### config.mk
export PLATFORM = sky130hd
export DESIGN_NAME = postfix_expression_evaluator_unit
export DESIGN_NICKNAME = d
export VERILOG_FILES = /design/src/sv/pee_pkg.sv /design/src/sv/postfix_expression_evaluator_unit.sv
export SDC_FILE = /design/constraint.sdc
export NUM_CORES = 2
export LEC_CHECK = 0
export ABC_AREA = 1
export BUFFER_PORTS_ARGS = -buffer_cell sky130_fd_sc_hd__buf_2
export CAP_MARGIN = 30
export CORE_MARGIN = 3
export CORE_UTILIZATION = 38
export CTS_BUF_LIST = sky130_fd_sc_hd__clkbuf_2 sky130_fd_sc_hd__clkbuf_4 sky130_fd_sc_hd__clkbuf_8
export CTS_CLUSTER_DIAMETER = 200
export DETAILED_ROUTE_END_ITERATION = 10
export GPL_TIMING_DRIVEN = 0
export PLACE_DENSITY = 0.63
export SETUP_SLACK_MARGIN = 0.05
export SLEW_MARGIN = 30
export SYNTH_ARGS = -nofsm -noshare
export SYNTH_HDL_FRONTEND = slang
export SYNTH_SLANG_ARGS = --single-unit
### constraint.sdc
create_clock -name clk -period 8.44 [get_ports clk]
set_input_delay 2.532 -clock clk [delete_from_list [all_inputs] [get_ports clk]]
set_output_delay 2.532 -clock clk [all_outputs]
set_load 0.05 [all_outputs]
### src/sv/pee_pkg.sv
// ----------------------------------------------------------------------------
// Postfix evaluator package
// Item types, status codes and character constants of the evaluator; the
// checker shares the status codes and the result item type.
// ----------------------------------------------------------------------------
package pee_pkg;

  // Status reported with every result item
  typedef enum logic [2:0] {
    ST_ACCEPTED   = 3'd0,
    ST_RESULT     = 3'd1,
    ST_INCOMPLETE = 3'd2,
    ST_TOO_LONG   = 3'd3,
    ST_TOO_FEW    = 3'd4,
    ST_INVALID    = 3'd5,
    ST_DISCARDED  = 3'd6
  } status_t;

  // ASCII codes the evaluator recognizes
  localparam logic [7:0] CH_ZERO  = 8'h30;
  localparam logic [7:0] CH_NINE  = 8'h39;
  localparam logic [7:0] CH_PLUS  = 8'h2B;
  localparam logic [7:0] CH_MINUS = 8'h2D;
  localparam logic [7:0] CH_STAR  = 8'h2A;

  localparam int unsigned RES_WIDTH = 32;

  // One character of the expression
  typedef struct packed {
    logic [7:0] char_code;
    logic       is_last;
  } cmd_t;

  // One result item
  typedef struct packed {
    status_t                       status;
    logic signed [RES_WIDTH-1:0]   value;
    logic                          done_res;
  } rsp_t;

endpackage

### src/sv/postfix_expression_evaluator_unit.sv
// A result item is registered in the output register as its character is
// accepted, or in the skid entry while a stalled result still holds that register.
// Throughput: one character per cycle while cmd_stall is low; the stack top and
// the two entries below it are cached in registers over a one-write/one-read stack memory.
// cmd_stall rises only while the two-entry output buffer is full.
// Reset clears the stack count, the discard flag and the output buffer; the
// stack memory is not cleared and needs no clearing pass.
// ----------------------------------------------------------------------------
// Postfix expression evaluator
// Evaluates a postfix expression one character per item on an operand stack
// and reports a status (and the final value) for every character.
// ----------------------------------------------------------------------------
module postfix_expression_evaluator_unit
  import pee_pkg::*;
#(
  parameter int unsigned STACK_DEPTH = 16,
  parameter int unsigned VALUE_WIDTH = 32
) (
  input  logic clk,
  input  logic rst,
  input  logic cmd_valid,
  output logic cmd_stall,
  input  cmd_t cmd,
  output logic rsp_valid,
  input  logic rsp_stall,
  output rsp_t rsp
);

  localparam int unsigned CW = $clog2(STACK_DEPTH + 1);
  localparam int unsigned AW = $clog2(STACK_DEPTH);
  localparam int unsigned VW = VALUE_WIDTH;

  // Stack state: tos = entry count-1, nos = count-2, third = count-3
  logic [CW-1:0] count;
  logic          discarding;
  logic [VW-1:0] tos;
  logic [VW-1:0] nos;
  logic [VW-1:0] third;
  logic [VW-1:0] stack_mem [STACK_DEPTH];

  logic [CW-1:0] count_next;
  logic          discarding_next;
  logic [VW-1:0] tos_next;
  logic [VW-1:0] nos_next;

  logic          wr_en;
  logic [AW-1:0] wr_addr;
  logic [VW-1:0] wr_data;
  logic [CW-1:0] rd_index;

  logic          accept;
  logic          is_digit;
  logic          is_op;
  logic [7:0]    digit_code;
  logic [VW-1:0] digit_val;
  logic [VW-1:0] alu_res;
  logic [VW+RES_WIDTH-1:0] value_ext;
  rsp_t          new_rsp;

  // Output buffer: main register plus skid entry
  logic out_valid;
  rsp_t out_item;
  logic skid_valid;
  rsp_t skid_item;
  logic take;

  assign accept    = cmd_valid && !cmd_stall;
  assign cmd_stall = skid_valid;
  assign rsp_valid = out_valid;
  assign rsp       = out_item;
  assign take      = out_valid && !rsp_stall;

  // Character decode
  assign is_digit   = (cmd.char_code >= CH_ZERO) && (cmd.char_code <= CH_NINE);
  assign is_op      = (cmd.char_code == CH_PLUS) || (cmd.char_code == CH_MINUS) ||
                      (cmd.char_code == CH_STAR);
  assign digit_code = cmd.char_code - CH_ZERO;
  assign digit_val  = {{(VW-4){1'b0}}, digit_code[3:0]};

  // ALU: left operand is nos, right operand is tos
  always_comb begin
    alu_res = '0;
    unique case (cmd.char_code)
      CH_PLUS:  alu_res = nos + tos;
      CH_MINUS: alu_res = nos - tos;
      CH_STAR:  alu_res = VW'(nos * tos);
      default:  alu_res = '0;
    endcase
  end

  // Next stack state and result for the current character
  always_comb begin
    count_next      = count;
    discarding_next = discarding;
    tos_next        = tos;
    nos_next        = nos;
    wr_en           = 1'b0;
    wr_addr         = '0;
    wr_data         = digit_val;
    value_ext       = '0;
    new_rsp.status   = ST_ACCEPTED;
    new_rsp.value    = '0;
    new_rsp.done_res = 1'b0;

    if (discarding) begin
      new_rsp.status = ST_DISCARDED;
    end else if (is_digit) begin
      if (count == CW'(STACK_DEPTH)) begin
        new_rsp.status = ST_TOO_LONG;
      end else begin
        count_next = count + CW'(1);
        tos_next   = digit_val;
        nos_next   = tos;
        wr_en      = 1'b1;
        wr_addr    = count[AW-1:0];
        wr_data    = digit_val;
      end
    end else if (is_op) begin
      if (count < CW'(2)) begin
        new_rsp.status = ST_TOO_FEW;
      end else begin
        count_next = count - CW'(1);
        tos_next   = alu_res;
        nos_next   = third;
        wr_en      = 1'b1;
        wr_addr    = AW'(count - CW'(2));
        wr_data    = alu_res;
      end
    end else begin
      new_rsp.status = ST_INVALID;
    end

    // Error handling and end of expression
    if (discarding || (new_rsp.status != ST_ACCEPTED)) begin
      if (cmd.is_last) begin
        new_rsp.done_res = 1'b1;
        count_next       = '0;
        discarding_next  = 1'b0;
      end else begin
        discarding_next  = 1'b1;
      end
    end else if (cmd.is_last) begin
      if (count_next == '0) begin
        new_rsp.status = ST_TOO_FEW;
      end else begin
        value_ext      = {{RES_WIDTH{1'b0}}, tos_next};
        new_rsp.value  = value_ext[RES_WIDTH-1:0];
        new_rsp.status = (count_next == CW'(1)) ? ST_RESULT : ST_INCOMPLETE;
      end
      new_rsp.done_res = 1'b1;
      count_next       = '0;
      discarding_next  = 1'b0;
    end
  end

  // Read index of the entry that becomes third after this cycle
  assign rd_index = accept ? (count_next - CW'(3)) : (count - CW'(3));

  // Stack control registers
  always_ff @(posedge clk) begin
    if (rst) begin
      count      <= '0;
      discarding <= 1'b0;
    end else if (accept) begin
      count      <= count_next;
      discarding <= discarding_next;
    end
  end

  // Cached top entries
  always_ff @(posedge clk) begin
    if (accept) begin
      tos <= tos_next;
      nos <= nos_next;
    end
  end

  // Stack memory: one write, one registered read
  always_ff @(posedge clk) begin
    if (accept && wr_en) begin
      stack_mem[wr_addr] <= wr_data;
    end
    if ((accept ? count_next : count) >= CW'(3)) begin
      third <= stack_mem[rd_index[AW-1:0]];
    end
  end

  // Output buffer with skid entry
  always_ff @(posedge clk) begin
    if (rst) begin
      out_valid  <= 1'b0;
      skid_valid <= 1'b0;
    end else if (skid_valid) begin
      if (take) begin
        out_item   <= skid_item;
        skid_valid <= 1'b0;
      end
    end else if (accept) begin
      if (!out_valid || take) begin
        out_item  <= new_rsp;
        out_valid <= 1'b1;
      end else begin
        skid_item  <= new_rsp;
        skid_valid <= 1'b1;
      end
    end else if (take) begin
      out_valid <= 1'b0;
    end
  end

endmodule

# Word level (Yosys, flattened, before mapping)
# Memory sizes are Yosys's and may differ from the RTL's. A register that Yosys moved wholly into a read port is not among the register bits.
# Index checks and enable logic that the tools add are counted.
classes:
  n_lt_le_gt_ge: 4
  multipliers: 1
  bitwise: 4
  muxes: 60
  reduce_logical: 23
  n_addsub: 8
  n_eq_ne: 9
op_table:
  columns: ["op", "n"]
  rows:
  - ["$mux 32", 14]
  - ["$mux 36", 5]
  - ["$pmux 32 s3", 1]
  - ["$mux 35", 1]
  - ["$mux 5", 7]
  - ["$add 32x32->32", 1]
  - ["$mul 32x32->32", 1]
  - ["$sub 32x32->32", 1]
  - ["$eq 8x6->1 const B", 3]
  - ["$mux 4", 6]
  - ["$mux 1", 19]
  - ["$mux 3", 5]
  - ["$sub 4x2->4 const B", 3]
  - ["$reduce_bool 2->1", 5]
  - ["$ge 8x6->1 const B", 1]
  - ["$le 8x6->1 const B", 1]
  - ["$reduce_and 4->1", 2]
  - ["$add 5x1->5 const B", 1]
  - ["$eq 5x1->1 const B", 1]
  - ["$eq 5x5->1 const B", 1]
  - ["$ge 5x2->1 const B", 1]
  - ["$logic_not 5->1", 1]
  - ["$lt 5x2->1 const B", 1]
  - ["$reduce_and 5->1", 1]
  - ["other kinds (12)", 26]
totals:
  regBits: 144
  n_memories: 1
  elab_cells: 122
  mem_bits_rw: 512
  out_inout_bits: 38
memory_table:
  columns: ["name", "depth", "width", "read_ports", "rd_ports_with_merged_regs", "wr", "line_no", "source"]
  rows:
  - ["stack_mem", 16, 32, 1, 1, 1, "postfix_expression_evaluator_unit.sv:39", "logic [VW-1:0] stack_mem [STACK_DEPTH];"]

# Depth between registers and ports, before layout
depth:
  depth_word: 14
  ltp_mapped: 39
  depth_no_buf: 37

# Worst setup path before layout
# Ideal clock, no wire load.
synth_path:
  kind: "in2reg"
  start: "input port cmd[7] in the netlist's numbering"
  end: "memory stack_mem[0][0] in the netlist's numbering (enable)"
  slack_ps: 1017
  cell_stages: 14
  required_ps: 8019
  setup_time_ps: 421
  arrival_time_ps: 7002
  path_cell_list: "nor2_1 -> nand3_1 -> inv_1 -> nand2_2 -> nand2_4 -> nand2_4 -> inv_2 -> nor2_1 -> nor2_2 -> buf_2 -> inv_2 -> nor2_1 -> nand3_1 -> nor2_1"
synth_via:
  elab_chain_len: 9
  word_cells_on_any_way: 17
synth_lines:
  columns: ["element", "line_no", "source"]
  rows:
  - ["start, declared", "postfix_expression_evaluator_unit.sv:23", "input cmd_t cmd,"]
  - ["parallel branches: the longest is 9 deep, another holds $ge 8x6->1", null, null]
  - ["end, declared", "postfix_expression_evaluator_unit.sv:39", null]
# Several ways; the timed one is not identified.

# Final worst setup path
layout_path:
  start: "register nos[2]"
  end: "memory stack_mem[6][25] in the netlist's numbering, data pin"
layout_via:
  elab_chain_len: 6
  word_cells_on_any_way: 8
layout_lines:
  columns: ["element", "line_no", "source"]
  rows:
  - ["start, declared", "postfix_expression_evaluator_unit.sv:37", "logic [VW-1:0] nos;"]
  - ["start signal, assigned", "postfix_expression_evaluator_unit.sv:174", "nos <= nos_next;"]
  - ["$mul 32x32->32 (tied with other cells)", "postfix_expression_evaluator_unit.sv:86", "CH_STAR: alu_res = VW'(nos * tos);"]
  - ["$pmux 32 s3 (*)", "postfix_expression_evaluator_unit.sv:83", "unique case (cmd.char_code)"]
  - ["$mux 32 (*)", "postfix_expression_evaluator_unit.sv:119", "if (count < CW'(2)) begin"]
  - ["$mux 32 (*)", "postfix_expression_evaluator_unit.sv:118", "end else if (is_op) begin"]
  - ["$mux 32 (*)", "postfix_expression_evaluator_unit.sv:107", "end else if (is_digit) begin"]
  - ["$mux 32 (*)", "postfix_expression_evaluator_unit.sv:105", "if (discarding) begin"]
  - ["named net wr_data[25]", "postfix_expression_evaluator_unit.sv:48", "logic [VW-1:0] wr_data;"]
# The timed path passes the listed nets; every way through them passes the cells marked *.

==> impl_metrics.json <==
{
  "cp_common_cell": "nand2_1",
  "end_kind": "flop",
  "drv_slew": 0,
  "synth.area.top_cells": "edfxtp_1 43%, fa_1 17%, nand2_1 8.9%",
  "viasPerCell": 5.16,
  "critPathLaunch": "nos[2]",
  "core_um2": 124000,
  "num_io_pins": 51,
  "netlist_area_um2": 47500,
  "grt_pass1_wl_um": 225000,
  "finalNetCount": 5841,
  "area.growth.synth_to_final_pct": 12.2,
  "ys_ff_latch": 688,
  "critPathArrivalTime_ps": 8670,
  "critPathTopFamily": "adder cells",
  "cap_violations": 0,
  "grt_use_total": 0.230,
  "synth_edf_count": 680,
  "hold_viol_final": 0,
  "cp_slowest_cell": "edfxtp_1",
  "multiInputGateArea_um2": 22500,
  "cts_max_path_buffers": 3,
  "cpPeakStageDelay_ps": 650,
  "setup_viol": 0,
  "ys_types": 52,
  "drive_gt1_frac": 0.112,
  "dp_cells": 6766,
  "antenna_found_initial": 5,
  "cts_tree": "yes",
  "grt_overflow": 0,
  "hold_start": "third[17]",
  "io_buffer_count": 49,
  "tightest_slew_ps": 1130,
  "outcome": "finished, final reports clean",
  "utilization": 0.430,
  "rsz0062_at_grt": "false",
  "seq_area_um2": 20600,
  "dp_slack_ps": -1070,
  "drt_pass1_iterations": 6,
  "dieWidth_um": 360,
  "ir_worst_vdd_mv": 0.694,
  "critPathLaunchType": "flop",
  "yosys_warnings": 0,
  "clock_skew_ps": 45.1,
  "die-area_um2": 129000,
  "synth_nets": 5631,
  "drt_wl_total_um": 151000,
  "period_share": 0.974,
  "layoutNonFillerInstCount": 6974,
  "slew_headroom": 0.238,
  "syn_inst": 5044,
  "path_class": "reg2reg",
  "synth_top_area_frac": 0.430,
  "ant_nets": 0,
  "cellPowerDensity_nw_per_um2": 346,
  "setup_ws_ps": 221,
  "place_hpwl_um": 117000,
  "leakage_uw": 0.0247,
  "timing.fmax_mhz": 122,
  "wl_per_cell_um": 21.7,
  "hold_ws_ps": 514,
  "fill_cells": 12100,
  "drt_iter0_markers": 3512,
  "hp-class": "reg2reg",
  "period_minus_slack_ps": 8220,
  "async_flop_share": 0,
  "yosysTopAreaCell": "edfxtp_1",
  "ys.flop_type": "edfxtp_1",
  "rr_startpoint": "nos[2]",
  "required_ps": 8890,
  "drc": 0,
  "avgSynthCellArea_um2": 9.42,
  "grt_pass1_vias": 36300,
  "row_count": 129,
  "htree_num_levels": 3,
  "cts_sinks": 688,
  "power_uw": 18500,
  "crit_buf_inv": 7,
  "clk_pin_slew_worst_paths_ps": 60,
  "yosysSeqAreaShare": 0.433,
  "cts_buffers": 105,
  "initial_core_util": 0.383,
  "cts-root-buf": "clkbuf_8",
  "vias": 36000,
  "cp_max_fo": 16,
  "grt_max_degree": 24,
  "gp_congestion": 0.961,
  "clock_latency_ps": 720,
  "die_height_um": 360
}
## stage by stage
stage	cell area, um2	setup TNS (ps)
after floorplan	47500	0
after global placement	49800	-1410770
after detailed placement	50800	-125850
after CTS	53000	0
after global routing	53300	0
final	53300	0
## state kept, by name (all words and copies together), names as in the netlist, 5 cells and up
register / cells
count: 5
nos: 32
rsp: 36
skid_item: 36
stack_mem: 512
third: 32
tos: 32
## cell families (layout without fill, tap and decap cells)
group                      after synthesis  after routing  synth area share
other                                    0              4                 0
AOI/OAI and AO/OA                      661            661            0.0794
DFF                                    688            688             0.433
and+or+nand+nor                       1877           1877             0.163
adders and majority gates              574            574             0.216
buffers and inverters                 1188           1477            0.0977
xor gates and xnor gates                56             56            0.0111
## Yosys cell counts (all sizes together) (5+ instances only)
| library cell | n |
|---|---|
| a22oi | 6 |
| edfxtp | 680 |
| buf | 97 |
| nand4 | 16 |
| a21oi | 151 |
| o21bai | 9 |
| o21ai | 315 |
| nand3 | 194 |
| clkbuf | 156 |
| ha | 165 |
| nor2 | 375 |
| dfxtp | 8 |
| or2 | 109 |
| nand3b | 8 |
| xor2 | 48 |
| fa | 409 |
| nor3 | 27 |
| nor4 | 7 |
| o211ai | 100 |
| a31oi | 5 |
| nand2 | 1140 |
| xnor2 | 8 |
| a21o | 9 |
| o22ai | 47 |
| inv | 933 |
## cells in the final DEF (no fill, tap or decap), drive strengths merged, types with 2 or more instances in the layout
cell type,n
nand2,1140
inv,931
edfxtp,680
fa,409
nor2,375
o21ai,315
clkbuf,293
buf,201
nand3,194
ha,165
a21oi,151
or2,109
o211ai,100
xor2,48
o22ai,47
clkinv,41
nor3,27
nand4,16
o21bai,9
a21o,9
nand3b,8
xnor2,8
dfxtp,8
clkinvlp,7
nor4,7
a22oi,6
a31oi,5
diode,4
o21a,4
o31ai,4
bufinv,3
a211oi,2
a21boi,2
o221ai,2
## cell type report
| type | count | area share |
|---|---|---|
| Inverter | 935 | 0.0663 |
| Antenna cell | 4 | 0.000188 |
| Timing Repair Buffer | 115 | 0.0246 |
| Clock inverter | 47 | 0.00634 |
| Tap cell | 1637 | 0.0384 |
| Buffer | 241 | 0.0234 |
| Sequential cell | 688 | 0.386 |
| Clock buffer | 139 | 0.0324 |
| Multi-Input combinational cell | 3168 | 0.422 |
## repair_timing
| action | 4_1_cts | 5_1_grt |
|---|---|---|
| hold buffers | 0 | 0 |
| endpoints found under the setup margin | 276 | 206 |
| setup buffers | 14 | 16 |
| gates resized for setup | 66 | 76 |
## per-layer routing
metal / track usage / wire (um)
met4: 0.106 / 7690
met5: 0 / 11
met1: 0.288 / 59500
met3: 0.0313 / 10700
met2: 0.397 / 73300
## where the power goes
group | switching (uW) | total, uW | internal, uW
Sequential | 29.7 | 3780 | 3750
Clock | 1290 | 2720 | 1430
Combinational | 7500 | 12000 | 4460
Total | 8820 | 18500 | 9640
## path summary, 6_finish.rpt
kind	endpoint	slack, ps	cells past startpoint
setup / recovery	stack_mem[6][25]	220	29
hold / removal	nos[17]	510	2
hold reg to reg	nos[17]	510	2
setup reg to reg	stack_mem[6][25]	220	29
## tightest hold or removal path: stages, from the launching register on
cell      delay, ps
edfxtp_1        320
nand2_1          50
o21ai_0          50
(Power assumes the default switching activity.)
